==> config.mk <==
export PLATFORM = sky130hd
export DESIGN_NAME = adaptive_threshold_bit_slicer_core
export DESIGN_NICKNAME = d
export VERILOG_FILES = /design/src/rtl/atbs_pkg.sv /design/src/rtl/atbs_fifo.sv /design/src/rtl/atbs_front.sv /design/src/rtl/atbs_back.sv /design/src/rtl/adaptive_threshold_bit_slicer_core.sv
export SDC_FILE = /design/constraint.sdc
export NUM_CORES = 2
export LEC_CHECK = 0
export CAP_MARGIN = 30
export CORE_MARGIN = 2
export CORE_UTILIZATION = 48
export CTS_CLUSTER_DIAMETER = 120
export DETAILED_ROUTE_END_ITERATION = 8
export DONT_BUFFER_PORTS = 1
export PLACE_DENSITY = 0.73
export SYNTH_ARGS = -nofsm -noshare
export SYNTH_HDL_FRONTEND = slang
export SYNTH_SLANG_ARGS = --single-unit
==> constraint.sdc <==
create_clock -name i_clk -period 20 [get_ports i_clk]
set_input_delay 1 -clock i_clk [delete_from_list [all_inputs] [get_ports i_clk]]
set_output_delay 1 -clock i_clk [all_outputs]
set_load 0.05 [all_outputs]
==> src/rtl/atbs_pkg.sv <==
`default_nettype none

package atbs_pkg;

    // Field and state widths.
    localparam int CODE_W     = 12;
    localparam int LEVEL_W    = 20;
    localparam int FRAC_W     = 8;
    localparam int WEIGHT_W   = 9;
    localparam int HASH_W     = 8;
    localparam int GSUM_W     = 14;
    localparam int CMP_W      = GSUM_W + FRAC_W;
    localparam int BITCNT_W   = 6;
    localparam int MSUM_W     = 17;
    localparam int FRAME_BITS = 32;
    localparam int ADDR_W     = 4;
    localparam int DATA_W     = 32;

    // Reset values of the configuration registers.
    localparam logic [WEIGHT_W-1:0] EMA_WEIGHT_RST = 9'd13;
    localparam logic [WEIGHT_W-1:0] THR_WEIGHT_RST = 9'd128;
    localparam logic [WEIGHT_W-1:0] WEIGHT_MAX     = 9'd256;
    localparam logic [HASH_W-1:0]   SEED_RST       = 8'd170;
    localparam logic [HASH_W-1:0]   OFFSET_RST     = 8'd1;

    // Reset values of the level state, 12.8 fixed point; the message low bound is a 12-bit code.
    localparam logic [LEVEL_W-1:0]  RUN_MIN_RST  = 20'hFFF00;
    localparam logic [LEVEL_W-1:0]  RUN_MAX_RST  = 20'h00000;
    localparam logic [LEVEL_W-1:0]  THR_RST      = 20'h80000;
    localparam logic [CODE_W-1:0]   MSG_LOW_RST  = 12'hFFF;

    // Register map, one word per register.
    typedef enum logic [1:0] {
        REG_EMA_WEIGHT = 2'd0,
        REG_THR_WEIGHT = 2'd1,
        REG_HASH_SEED  = 2'd2,
        REG_HASH_OFFS  = 2'd3
    } t_reg_idx;

    // One closed sample group, handed from the front end to the back end.
    typedef struct packed {
        logic [LEVEL_W-1:0] run_min;
        logic [LEVEL_W-1:0] run_max;
        logic [GSUM_W-1:0]  group_sum;
    } t_group;

    // One per-bit result.
    typedef struct packed {
        logic [FRAME_BITS-1:0] message_bits;
        logic [BITCNT_W-1:0]   bit_index;
        logic [CODE_W-1:0]     bit_level;
        logic [CODE_W-1:0]     message_min;
        logic [CODE_W-1:0]     message_max;
        logic [MSUM_W-1:0]     message_level_sum;
        logic [LEVEL_W-1:0]    threshold_level;
        logic [LEVEL_W-1:0]    signal_span;
        logic                  last;
        logic                  frame_valid;
    } t_result;

    // Exponential smoothing step, rounding half up:
    // (old*(256-w) + target*w + 128) >> 8.
    function automatic logic [LEVEL_W-1:0] smooth(
        input logic [LEVEL_W-1:0]  old_val,
        input logic [LEVEL_W-1:0]  target,
        input logic [WEIGHT_W-1:0] w
    );
        logic [WEIGHT_W-1:0]           w_old;
        logic [LEVEL_W+WEIGHT_W:0]     acc;
        w_old = WEIGHT_MAX - w;
        acc   = (LEVEL_W+WEIGHT_W+1)'(old_val) * (LEVEL_W+WEIGHT_W+1)'(w_old)
              + (LEVEL_W+WEIGHT_W+1)'(target) * (LEVEL_W+WEIGHT_W+1)'(w)
              + (LEVEL_W+WEIGHT_W+1)'(128);
        return acc[LEVEL_W+FRAC_W-1:FRAC_W];
    endfunction

    // Expected check byte for one id byte.
    function automatic logic [HASH_W-1:0] check_byte(
        input logic [HASH_W-1:0] id,
        input logic [HASH_W-1:0] seed,
        input logic [HASH_W-1:0] offs
    );
        return (id ^ seed) + offs;
    endfunction

endpackage

`default_nettype wire

==> src/rtl/atbs_fifo.sv <==
`default_nettype none

module atbs_fifo import atbs_pkg::*; #(
    parameter int DEPTH = 2
) (
    input  wire logic   i_clk,
    input  wire logic   i_rst_n,
    input  wire logic   i_push,
    input  wire t_group i_item,
    output logic        o_full,
    output logic        o_valid,
    output t_group      o_item,
    input  wire logic   i_pop
);

    localparam int PTR_W = (DEPTH > 1) ? $clog2(DEPTH) : 1;
    localparam int CNT_W = $clog2(DEPTH + 1);

    t_group             r_mem [DEPTH];
    logic [PTR_W-1:0]   r_wr_ptr, n_wr_ptr;
    logic [PTR_W-1:0]   r_rd_ptr, n_rd_ptr;
    logic [CNT_W-1:0]   r_count,  n_count;
    logic               do_push, do_pop;

    assign o_full  = (r_count == CNT_W'(DEPTH));
    assign o_valid = (r_count != '0);
    assign o_item  = r_mem[r_rd_ptr];
    assign do_push = i_push && !o_full;
    assign do_pop  = i_pop && o_valid;

    // Pointer and fill count update.
    always_comb begin
        n_wr_ptr = r_wr_ptr;
        n_rd_ptr = r_rd_ptr;
        n_count  = r_count;
        if (do_push) begin
            n_wr_ptr = (r_wr_ptr == PTR_W'(DEPTH - 1)) ? '0 : r_wr_ptr + 1'b1;
        end
        if (do_pop) begin
            n_rd_ptr = (r_rd_ptr == PTR_W'(DEPTH - 1)) ? '0 : r_rd_ptr + 1'b1;
        end
        if (do_push && !do_pop) begin
            n_count = r_count + 1'b1;
        end else if (do_pop && !do_push) begin
            n_count = r_count - 1'b1;
        end
    end

    always_ff @(posedge i_clk) begin
        if (!i_rst_n) begin
            r_wr_ptr <= '0;
            r_rd_ptr <= '0;
            r_count  <= '0;
        end else begin
            r_wr_ptr <= n_wr_ptr;
            r_rd_ptr <= n_rd_ptr;
            r_count  <= n_count;
        end
    end

    // Entry storage.
    always_ff @(posedge i_clk) begin
        if (do_push) begin
            r_mem[r_wr_ptr] <= i_item;
        end
    end

endmodule

`default_nettype wire

==> src/rtl/atbs_front.sv <==
`default_nettype none

module atbs_front import atbs_pkg::*; #(
    parameter int SAMPLES_PER_SYMBOL = 3
) (
    input  wire logic                i_clk,
    input  wire logic                i_rst_n,
    input  wire logic                i_valid,
    output logic                     o_ready,
    input  wire logic [CODE_W-1:0]   i_sample,
    input  wire logic [WEIGHT_W-1:0] i_ema_weight,
    input  wire logic                i_queue_full,
    output logic                     o_push,
    output t_group                   o_group
);

    localparam int CNT_W = $clog2(SAMPLES_PER_SYMBOL + 1);

    logic [LEVEL_W-1:0] r_run_min, n_run_min;
    logic [LEVEL_W-1:0] r_run_max, n_run_max;
    logic [GSUM_W-1:0]  r_group_sum, n_group_sum;
    logic [CNT_W-1:0]   r_group_cnt;
    logic [LEVEL_W-1:0] level_in;
    logic               accept;
    logic               group_done;

    assign o_ready    = !i_queue_full;
    assign accept     = i_valid && o_ready;
    assign level_in   = {i_sample, FRAC_W'(0)};
    assign group_done = (r_group_cnt == CNT_W'(SAMPLES_PER_SYMBOL - 1));

    // Smoothed running extremes, clamped so the sample stays inside them.
    always_comb begin
        n_run_min = smooth(r_run_min, level_in, i_ema_weight);
        n_run_max = smooth(r_run_max, level_in, i_ema_weight);
        if (level_in < n_run_min) begin
            n_run_min = level_in;
        end
        if (level_in > n_run_max) begin
            n_run_max = level_in;
        end
        n_group_sum = r_group_sum + GSUM_W'(i_sample);
    end

    // A closing sample pushes the finished group into the queue.
    assign o_push            = accept && group_done;
    assign o_group.run_min   = n_run_min;
    assign o_group.run_max   = n_run_max;
    assign o_group.group_sum = n_group_sum;

    always_ff @(posedge i_clk) begin
        if (!i_rst_n) begin
            r_run_min   <= RUN_MIN_RST;
            r_run_max   <= RUN_MAX_RST;
            r_group_sum <= '0;
            r_group_cnt <= '0;
        end else if (accept) begin
            r_run_min <= n_run_min;
            r_run_max <= n_run_max;
            if (group_done) begin
                r_group_sum <= '0;
                r_group_cnt <= '0;
            end else begin
                r_group_sum <= n_group_sum;
                r_group_cnt <= r_group_cnt + 1'b1;
            end
        end
    end

endmodule

`default_nettype wire

==> src/rtl/atbs_back.sv <==
`default_nettype none

module atbs_back import atbs_pkg::*; #(
    parameter int SAMPLES_PER_SYMBOL = 3
) (
    input  wire logic                i_clk,
    input  wire logic                i_rst_n,
    input  wire logic                i_group_valid,
    input  wire t_group              i_group,
    output logic                     o_pop,
    input  wire logic [WEIGHT_W-1:0] i_thr_weight,
    input  wire logic [HASH_W-1:0]   i_hash_seed,
    input  wire logic [HASH_W-1:0]   i_hash_offs,
    output logic                     o_valid,
    input  wire logic                i_ready,
    output t_result                  o_result
);

    // Reciprocal of the group size for the average, 16 fraction bits.
    localparam int RECIP_W = 17;
    localparam int PROD_W  = GSUM_W + RECIP_W;
    localparam int RECIP   = 65536 / SAMPLES_PER_SYMBOL;
    localparam int REM_W   = GSUM_W + 2;

    // Stage one: threshold update, span and first quotient estimate.
    logic               r_s1_valid;
    logic [LEVEL_W-1:0] r_thr;
    logic [GSUM_W-1:0]  r_s1_gsum;
    logic [GSUM_W-1:0]  r_s1_quot;
    logic [LEVEL_W-1:0] r_s1_span;

    // Message state.
    logic [FRAME_BITS-1:0] r_shift;
    logic [BITCNT_W-1:0]   r_bits;
    logic [CODE_W-1:0]     r_msg_low;
    logic [CODE_W-1:0]     r_msg_high;
    logic [MSUM_W-1:0]     r_msg_sum;

    // Output register.
    logic    r_out_valid;
    t_result r_out;

    logic               out_free;
    logic               s1_load;
    logic               s2_load;
    logic [LEVEL_W:0]   mid_sum;
    logic [LEVEL_W-1:0] n_thr;
    logic [PROD_W-1:0]  quot_prod;
    logic [LEVEL_W-1:0] n_span;

    logic [CMP_W-1:0]   sum_scaled;
    logic [CMP_W-1:0]   thr_scaled;
    logic               bit_val;
    logic [REM_W-1:0]   rem;
    logic [GSUM_W-1:0]  quot;
    logic [CODE_W-1:0]  level;
    t_result            n_out;

    assign out_free = !r_out_valid || i_ready;
    assign s2_load  = r_s1_valid && out_free;
    assign s1_load  = i_group_valid && (!r_s1_valid || out_free);
    assign o_pop    = s1_load;

    // Threshold smoothing toward the min/max midpoint, quotient estimate and span.
    always_comb begin
        mid_sum   = (LEVEL_W+1)'(i_group.run_min) + (LEVEL_W+1)'(i_group.run_max);
        n_thr     = smooth(r_thr, mid_sum[LEVEL_W:1], i_thr_weight);
        quot_prod = PROD_W'(i_group.group_sum) * PROD_W'(RECIP);
        n_span    = (i_group.run_max > i_group.run_min) ?
                    i_group.run_max - i_group.run_min : '0;
    end

    always_ff @(posedge i_clk) begin
        if (!i_rst_n) begin
            r_s1_valid <= 1'b0;
            r_thr      <= THR_RST;
        end else begin
            if (s1_load) begin
                r_s1_valid <= 1'b1;
                r_thr      <= n_thr;
            end else if (s2_load) begin
                r_s1_valid <= 1'b0;
            end
        end
    end

    always_ff @(posedge i_clk) begin
        if (s1_load) begin
            r_s1_gsum <= i_group.group_sum;
            r_s1_quot <= quot_prod[GSUM_W+15:16];
            r_s1_span <= n_span;
        end
    end

    // Stage two: bit decision, exact average and message statistics.
    always_comb begin
        sum_scaled = {r_s1_gsum, FRAC_W'(0)};
        thr_scaled = CMP_W'(r_thr) * CMP_W'(SAMPLES_PER_SYMBOL);
        bit_val    = (sum_scaled > thr_scaled);
        rem        = REM_W'(r_s1_gsum)
                   - REM_W'(r_s1_quot) * REM_W'(SAMPLES_PER_SYMBOL);
        quot       = (rem >= REM_W'(SAMPLES_PER_SYMBOL)) ? r_s1_quot + 1'b1 : r_s1_quot;
        level      = quot[CODE_W-1:0];

        n_out.message_bits      = {r_shift[FRAME_BITS-2:0], bit_val};
        n_out.bit_index         = r_bits + 1'b1;
        n_out.bit_level         = level;
        n_out.message_min       = (level < r_msg_low)  ? level : r_msg_low;
        n_out.message_max       = (level > r_msg_high) ? level : r_msg_high;
        n_out.message_level_sum = r_msg_sum + MSUM_W'(level);
        n_out.threshold_level   = r_thr;
        n_out.signal_span       = r_s1_span;
        n_out.last              = (n_out.bit_index >= BITCNT_W'(FRAME_BITS));
        n_out.frame_valid       = n_out.last &&
            (n_out.message_bits[15:8] ==
                check_byte(n_out.message_bits[31:24], i_hash_seed, i_hash_offs)) &&
            (n_out.message_bits[7:0] ==
                check_byte(n_out.message_bits[23:16], i_hash_seed, i_hash_offs));
    end

    // Message state restarts after the last bit of a frame.
    always_ff @(posedge i_clk) begin
        if (!i_rst_n) begin
            r_shift    <= '0;
            r_bits     <= '0;
            r_msg_low  <= MSG_LOW_RST;
            r_msg_high <= '0;
            r_msg_sum  <= '0;
        end else if (s2_load) begin
            if (n_out.last) begin
                r_shift    <= '0;
                r_bits     <= '0;
                r_msg_low  <= MSG_LOW_RST;
                r_msg_high <= '0;
                r_msg_sum  <= '0;
            end else begin
                r_shift    <= n_out.message_bits;
                r_bits     <= n_out.bit_index;
                r_msg_low  <= n_out.message_min;
                r_msg_high <= n_out.message_max;
                r_msg_sum  <= n_out.message_level_sum;
            end
        end
    end

    // Output register with its valid flag.
    always_ff @(posedge i_clk) begin
        if (!i_rst_n) begin
            r_out_valid <= 1'b0;
        end else if (s2_load) begin
            r_out_valid <= 1'b1;
        end else if (i_ready) begin
            r_out_valid <= 1'b0;
        end
    end

    always_ff @(posedge i_clk) begin
        if (s2_load) begin
            r_out <= n_out;
        end
    end

    assign o_valid  = r_out_valid;
    assign o_result = r_out;

endmodule

`default_nettype wire

==> src/rtl/adaptive_threshold_bit_slicer_core.sv <==
`default_nettype none

// Adaptive-threshold bit slicer. Takes one 12-bit photodiode code per request
// and keeps smoothed running minimum and maximum levels (12.8 fixed point).
// Every SAMPLES_PER_SYMBOL samples it averages the group, moves the threshold
// toward the min/max midpoint, slices one bit and returns one result request
// with the message so far and its statistics; on the 32nd bit it checks the
// two hash bytes and starts a new message. A sample is taken every cycle while
// the group queue is not full; the per-sample min/max smoothing step sets that
// rate. The result of a bit passes, after its closing sample is accepted,
// through a small group queue, a threshold stage and the output register.
// Configuration is to be written over the APB port only while the block is idle,
// which the block does not enforce: 0x0 min/max weight (Q8, saturates at 256),
// 0x4 threshold weight (Q8), 0x8 hash seed, 0xC hash offset.
module adaptive_threshold_bit_slicer_core import atbs_pkg::*; #(
    parameter int SAMPLES_PER_SYMBOL = 3,
    parameter int QUEUE_DEPTH        = 2
) (
    input  wire logic                  i_clk,
    input  wire logic                  i_rst_n,
    // Sample channel.
    input  wire logic                  i_valid,
    output logic                       o_ready,
    input  wire logic [CODE_W-1:0]     i_sample,
    // Result channel.
    output logic                       o_valid,
    input  wire logic                  i_ready,
    output logic [FRAME_BITS-1:0]      o_message_bits,
    output logic [BITCNT_W-1:0]        o_bit_index,
    output logic [CODE_W-1:0]          o_bit_level,
    output logic [CODE_W-1:0]          o_message_min,
    output logic [CODE_W-1:0]          o_message_max,
    output logic [MSUM_W-1:0]          o_message_level_sum,
    output logic [LEVEL_W-1:0]         o_threshold_level,
    output logic [LEVEL_W-1:0]         o_signal_span,
    output logic                       o_last,
    output logic                       o_frame_valid,
    // Configuration port.
    input  wire logic                  psel,
    input  wire logic                  penable,
    input  wire logic                  pwrite,
    input  wire logic [ADDR_W-1:0]     paddr,
    input  wire logic [DATA_W-1:0]     pwdata,
    output logic [DATA_W-1:0]          prdata,
    output logic                       pready
);

    logic [WEIGHT_W-1:0] r_ema_weight;
    logic [WEIGHT_W-1:0] r_thr_weight;
    logic [HASH_W-1:0]   r_hash_seed;
    logic [HASH_W-1:0]   r_hash_offs;

    logic                cfg_write;
    t_reg_idx            cfg_idx;
    logic [WEIGHT_W-1:0] wdata_weight;

    logic                queue_push;
    logic                queue_full;
    logic                queue_valid;
    logic                queue_pop;
    t_group              front_group;
    t_group              queue_group;
    t_result             result;

    // Configuration register file.
    assign pready       = 1'b1;
    assign cfg_write    = psel && penable && pwrite && pready;
    assign cfg_idx      = t_reg_idx'(paddr[3:2]);
    assign wdata_weight = (pwdata[WEIGHT_W-1:0] > WEIGHT_MAX) ?
                          WEIGHT_MAX : pwdata[WEIGHT_W-1:0];

    always_ff @(posedge i_clk) begin
        if (!i_rst_n) begin
            r_ema_weight <= EMA_WEIGHT_RST;
            r_thr_weight <= THR_WEIGHT_RST;
            r_hash_seed  <= SEED_RST;
            r_hash_offs  <= OFFSET_RST;
        end else if (cfg_write) begin
            case (cfg_idx)
                REG_EMA_WEIGHT: r_ema_weight <= wdata_weight;
                REG_THR_WEIGHT: r_thr_weight <= wdata_weight;
                REG_HASH_SEED:  r_hash_seed  <= pwdata[HASH_W-1:0];
                REG_HASH_OFFS:  r_hash_offs  <= pwdata[HASH_W-1:0];
                default: ;
            endcase
        end
    end

    // Register readback.
    always_comb begin
        case (cfg_idx)
            REG_EMA_WEIGHT: prdata = DATA_W'(r_ema_weight);
            REG_THR_WEIGHT: prdata = DATA_W'(r_thr_weight);
            REG_HASH_SEED:  prdata = DATA_W'(r_hash_seed);
            REG_HASH_OFFS:  prdata = DATA_W'(r_hash_offs);
            default:        prdata = '0;
        endcase
    end

    // Front end: per-sample tracking and grouping.
    atbs_front #(
        .SAMPLES_PER_SYMBOL (SAMPLES_PER_SYMBOL)
    ) u_front (
        .i_clk        (i_clk),
        .i_rst_n      (i_rst_n),
        .i_valid      (i_valid),
        .o_ready      (o_ready),
        .i_sample     (i_sample),
        .i_ema_weight (r_ema_weight),
        .i_queue_full (queue_full),
        .o_push       (queue_push),
        .o_group      (front_group)
    );

    // Queue of closed groups between the two halves.
    atbs_fifo #(
        .DEPTH (QUEUE_DEPTH)
    ) u_queue (
        .i_clk   (i_clk),
        .i_rst_n (i_rst_n),
        .i_push  (queue_push),
        .i_item  (front_group),
        .o_full  (queue_full),
        .o_valid (queue_valid),
        .o_item  (queue_group),
        .i_pop   (queue_pop)
    );

    // Back end: threshold, slicing and message assembly.
    atbs_back #(
        .SAMPLES_PER_SYMBOL (SAMPLES_PER_SYMBOL)
    ) u_back (
        .i_clk         (i_clk),
        .i_rst_n       (i_rst_n),
        .i_group_valid (queue_valid),
        .i_group       (queue_group),
        .o_pop         (queue_pop),
        .i_thr_weight  (r_thr_weight),
        .i_hash_seed   (r_hash_seed),
        .i_hash_offs   (r_hash_offs),
        .o_valid       (o_valid),
        .i_ready       (i_ready),
        .o_result      (result)
    );

    assign o_message_bits      = result.message_bits;
    assign o_bit_index         = result.bit_index;
    assign o_bit_level         = result.bit_level;
    assign o_message_min       = result.message_min;
    assign o_message_max       = result.message_max;
    assign o_message_level_sum = result.message_level_sum;
    assign o_threshold_level   = result.threshold_level;
    assign o_signal_span       = result.signal_span;
    assign o_last              = result.last;
    assign o_frame_valid       = result.frame_valid;

    // A result always counts at least its own bit.
    a_index_nonzero: assert property (@(posedge i_clk) disable iff (!i_rst_n)
        o_valid |-> o_bit_index != '0)
        else $error("result with zero bit index");

    // The frame ends exactly when the bit count reaches the frame length.
    a_last_at_frame_end: assert property (@(posedge i_clk) disable iff (!i_rst_n)
        o_valid |-> (o_last == (o_bit_index == BITCNT_W'(FRAME_BITS))))
        else $error("last flag disagrees with bit index");

    // The hash check is only reported on the last bit.
    a_check_on_last: assert property (@(posedge i_clk) disable iff (!i_rst_n)
        (o_valid && !o_last) |-> !o_frame_valid)
        else $error("frame check reported before the last bit");

    // Message statistics bracket the current bit level.
    a_stats_bracket: assert property (@(posedge i_clk) disable iff (!i_rst_n)
        o_valid |-> (o_message_min <= o_bit_level) && (o_bit_level <= o_message_max))
        else $error("message min/max do not bracket the bit level");

endmodule

`default_nettype wire
Word-level counts from Yosys, hierarchy flattened. Memory sizes are Yosys's and may differ from the RTL's. A register that Yosys moved wholly into a read port is not among the register bits. Cells that the tools add are included.

Magnitude comparators: 9. Equal/unequal tests: 7. Add/sub/neg operators: 22. Muxes and demuxes: 26. Multiply operators: 8. Bitwise operators: 2. Reductions and logical operators: 28.

Operators by type and width (number): 32-bit case mux with 4 select lines (1); 20-bit by 9-bit multiplier with 28-bit output (4); 28-bit adder (3); 28-bit by 8-bit adder with 28-bit output, second input constant (3); 12-bit 2-to-1 mux (5); 20-bit greater-than comparator (2); 20-bit 2-to-1 mux (2); 31-bit 2-to-1 mux (1); 14-bit by 15-bit multiplier with 29-bit output, second input constant (1); 22-bit greater-than comparator (1); 20-bit by 2-bit multiplier with 22-bit output, second input constant (1); 20-bit by 20-bit adder with 21-bit output (1); 20-bit less-than comparator (1); 12-bit by 9-bit multiplier with 20-bit output (1); 20-bit subtractor (1); 9-bit subtractor, first input constant (2); 17-bit by 12-bit adder with 17-bit output (1); 17-bit 2-to-1 mux (1); 8-bit adder (2); 8-bit == test (2); 16-bit by 2-bit >= comparator with 1-bit output, second input constant (1); 14-bit by 16-bit subtractor with 16-bit output (1); 8-bit bitwise XOR (2); 13-bit by 2-bit multiplier with 15-bit output, second input constant (1); other kinds (23) (61).

Output and inout bits: 168. Input bits: 55. Memories kept: 1. Register bits after elaboration: 374. RAM bits: 108. Word-level logic and storage cells: 135.

Memory list: u_queue.r_mem (words 2, bits a word 54, rd ports 1, clocked after Yosys merged registers in 1, wr ports 1, RTL line atbs_fifo.sv:19) `t_group r_mem [DEPTH];`.

Logic depth before layout (Yosys ltp).
Word-level depth: 9. Mapped depth: 41. Depth with buffers taken out: 37.

Modules after synthesis. From an unflattened synthesis, not the netlist that was laid out.

Cell total of the unflattened synthesis: 5642. Area total of the unflattened synthesis: 54295.8 sq um.

Modules (own cells, without submodules): atbs_back (times used 1, area each 30100.1 sq um, cells each 3125); atbs_front (times used 1, area each 18251.3 sq um, cells each 2135); atbs_fifo (times used 1, area each 4130.2 sq um, cells each 193); adaptive_threshold_bit_slicer_core (times used 1, area each 1814.2 sq um, cells each 189).

Worst setup path after synthesis. OpenSTA, ideal clock, no wires.

Kind: in2reg. Start: input i_sample[5]. End: memory u_queue.r_mem[0][30] (netlist bit) (data pin). Cell stages on the path: 34. Required time: 19723 ps. Library setup time: 277 ps. Arrival: 9127 ps. Slack: 10596 ps. Path buffers: 3. Path through: clkbuf_1 -> nand2_1 -> fa_1 -> inv_1 -> fa_1 -> inv_1 -> fa_1 -> fa_1 -> inv_1 -> ha_1 -> o21ai_0 -> a21oi_1 -> o21ai_0 -> a21oi_1 -> o21ai_0 -> a21oi_1 -> o31a_1 -> or4_1 -> nand4_1 -> fa_1 -> ha_1 -> or3_1 -> or3_1 -> and3_1 -> or2_2 -> ha_1 -> nand4_1 -> or2_2 -> o221ai_1 -> inv_1 -> a41oi_1 -> buf_2 -> buf_1 -> o21ai_0.

RTL lines: start: declaration (RTL line adaptive_threshold_bit_slicer_core.sv:24) `input wire logic [CODE_W-1:0] i_sample,`; end: declaration (RTL line atbs_fifo.sv:19).

==> impl_metrics.ini <==
[synth]
synthTopCellsByCount = 926 x inv_1, 712 x nand2_1, 710 x fa_1
ys_seq_area_share_pct = 23.3
syn_area_sq_um = 53700
synth-seq-cells = 482
syn_area_per_cell_sq_um = 9.56
synth.area.top_cells = fa_1 26%, edfxtp_1 16%, ha_1 11%, dfxtp_1 7.3%, inv_1 6.5%
yosysMostFrequentCell = inv_1
ys_async_sr_fraction_pct = 0
synth_edf_count = 287
ys_warn_count = 0
synth_top_cell_by_area = fa_1
synth_ff_type = edfxtp_1
yosysTopAreaCellShare_pct = 26.5
netlist_instances = 5610
synthDistinctLibCells = 89

[place]
post-dp-hpwl_um = 99600
place.gp.congestion = 0.907
dp_slack_ps = 9200
port-buffer-count = 0

[setup_path]
r2r-start = r_ema_weight[1]$_SDFFE_PN0P_
setup.worst_path.start_class = flip-flop
slowest_delay_ps = 800
required_ps = 20500
cp_common_cell = fa_1
ff2ff_setup_slack_ps = 9090
cp.arrival_ps = 11420
crit_type = flip-flop to flip-flop
worstSetupStartpoint = r_ema_weight[1]$_SDFFE_PN0P_
cp-end-kind = flip-flop
crit_slowest_cell = xor2_2
crit_fanout = 30

[detailed_routing]
dr.pass1.iters = 7
wl_per_cell_um = 18.5
drt_iter0_drc = 2445
ant_nets = 0
routed_via_density = 5.48
vias = 38362
drc = 0
routed_wl_um = 129000

[cts]
cts_buffers = 51
cts.sinks = 482
cts_tree = yes
post_cts.repair.setup_buffers = 0
cts_resized = 0
root_buffer = clkbuf_16
clk_pin_slew_ps = 60
htreeDepth = 2
ctsLongestPathBuffers = 3
clk_latency_ps = 630
ctsHoldBuffers = 0

[status]
status = finished, final reports clean

[layout]
final_layout_size_suffix_gt1_share_pct = 4.78
num-nets-final = 6716
syn2layout_area_growth_pct = 5.86

[min_path]
hp-start = u_back.r_s1_span[11]$_SDFFCE_PP0P_
hold_class = flip-flop to flip-flop

[floorplan]
die_w_um = 338
rows = 122
start_util_pct = 48.4
pin_count = 223
coreArea_sq_um = 111000
die_area_sq_um = 114000
die_h_um = 338

[sta]
maxSlewViolCount = 0
setup_ws_ps = 9090
period_share_pct = 54.6
relSlewSlack_pct = 31.4
hold_viol = 0
max_freq_mhz = 91.6
setup-violations-final = 0
rsz0062_at_grt = no
finClkSkew_ps = 36.4
worst_pin_slew_ps = 1030
finalSetupTns_ps = 0
period_minus_slack_ps = 10910

[grt]
antenna_found_initial = 2
track_usage_pct = 22.7
grt.overflow.total = 0
grt_max_degree = 85
grt_pass1_wl_um = 211000
grt_pass1_vias = 39613

[run]
drv_cap = 0
## cell usage in the layout, fill, tap and decap left out, types with 27 or more instances in the layout
cell type  instances
a21o_1            73
a21oi_1          209
a22oi_1           34
and2_1           339
buf_4             54
clkbuf_16         53
dfxtp_1          192
edfxtp_1         287
fa_1             710
ha_1             489
inv_1            923
mux2_2            53
mux2i_1           73
nand2_1          711
nand2b_1          48
nand3_1           87
nand4_1           37
nor2_1           233
nor2b_1           32
nor3_1            73
o21a_1            28
o21ai_0          105
or3_1             27
xnor2_1          153
xor2_1            84
## area by class of cell
class	count	area, sq um
Antenna cell	1	2.50
Clock buffer	65	1410
Clock inverter	31	363
Fill cell	9890	54000
Inverter	927	3490
Multi-Input combinational cell	3944	36700
Sequential cell	482	12500
Tap cell	1488	1860
Timing Repair Buffer	56	460
## registers in the layout (all words and copies together) (netlist names), 17 cells and up, named ones only
register and flops:
u_back.o_result 132, u_back.r_thr 20, u_back.r_msg_sum 17, u_back.r_shift 31
u_front.r_run_min 20, u_queue.r_mem 108, u_back.r_s1_span 20, u_front.r_run_max 20
## final timing paths
check	endpoint	cells past startpoint
setup / recovery	u_front.r_run_max[12]$_SDFFE_PN0P_	32
hold / removal	u_back.o_result[13]$_DFFE_PP_	0
hold reg to reg	u_back.o_result[13]$_DFFE_PP_	0
setup reg to reg	u_front.r_run_max[12]$_SDFFE_PN0P_	32
## logic make-up (layout without fill, tap and decap cells)
family / Yosys count / in the layout / synth area share [%]
simple gates: 1670 / 1670 / 14.8
buf+inv: 1206 / 1079 / 8.66
fa+ha+maj: 1199 / 1199 / 37.9
compound gates: 664 / 664 / 8.25
flops: 482 / 482 / 23.3
xor+xnor: 249 / 249 / 4.10
mux: 138 / 138 / 2.92
other cells: 2 / 25 / 0.0140
## critical path, delay by kind of cell, from the launching register on
kind	cells	cell delay [ps]
fa+ha+maj	8	3330
compound gates	8	2190
simple gates	8	2060
buf+inv	6	1180
xor+xnor	1	800
flops	1	770
mux	1	440
## routing by layer
layer	global-route usage, %	vias to the layer above	share of wire [%]
met3	3.45	242	7.1
met2	38.6	1252	48
met5	0	-	0.014
met4	6.31	4	2.7
li1	-	17658	-
met1	30.2	19206	42
## metrics by stage
stage          std cells  instance area (sq um)  util, %  hold slack, ps
2_1_floorplan       5632                  53700        -             400
3_3_place_gp        6895                  55000     49.6             405
3_5_place_dp        6896                  55000     49.6             405
4_1_cts             6992                  56800     51.2             416
5_1_grt             6993                  56800     51.2             415
6_report            6994                  56800     51.2             417
Power is not shown: default switching activity piles up to over one toggle a cycle in this logic, so the estimate is an artifact.
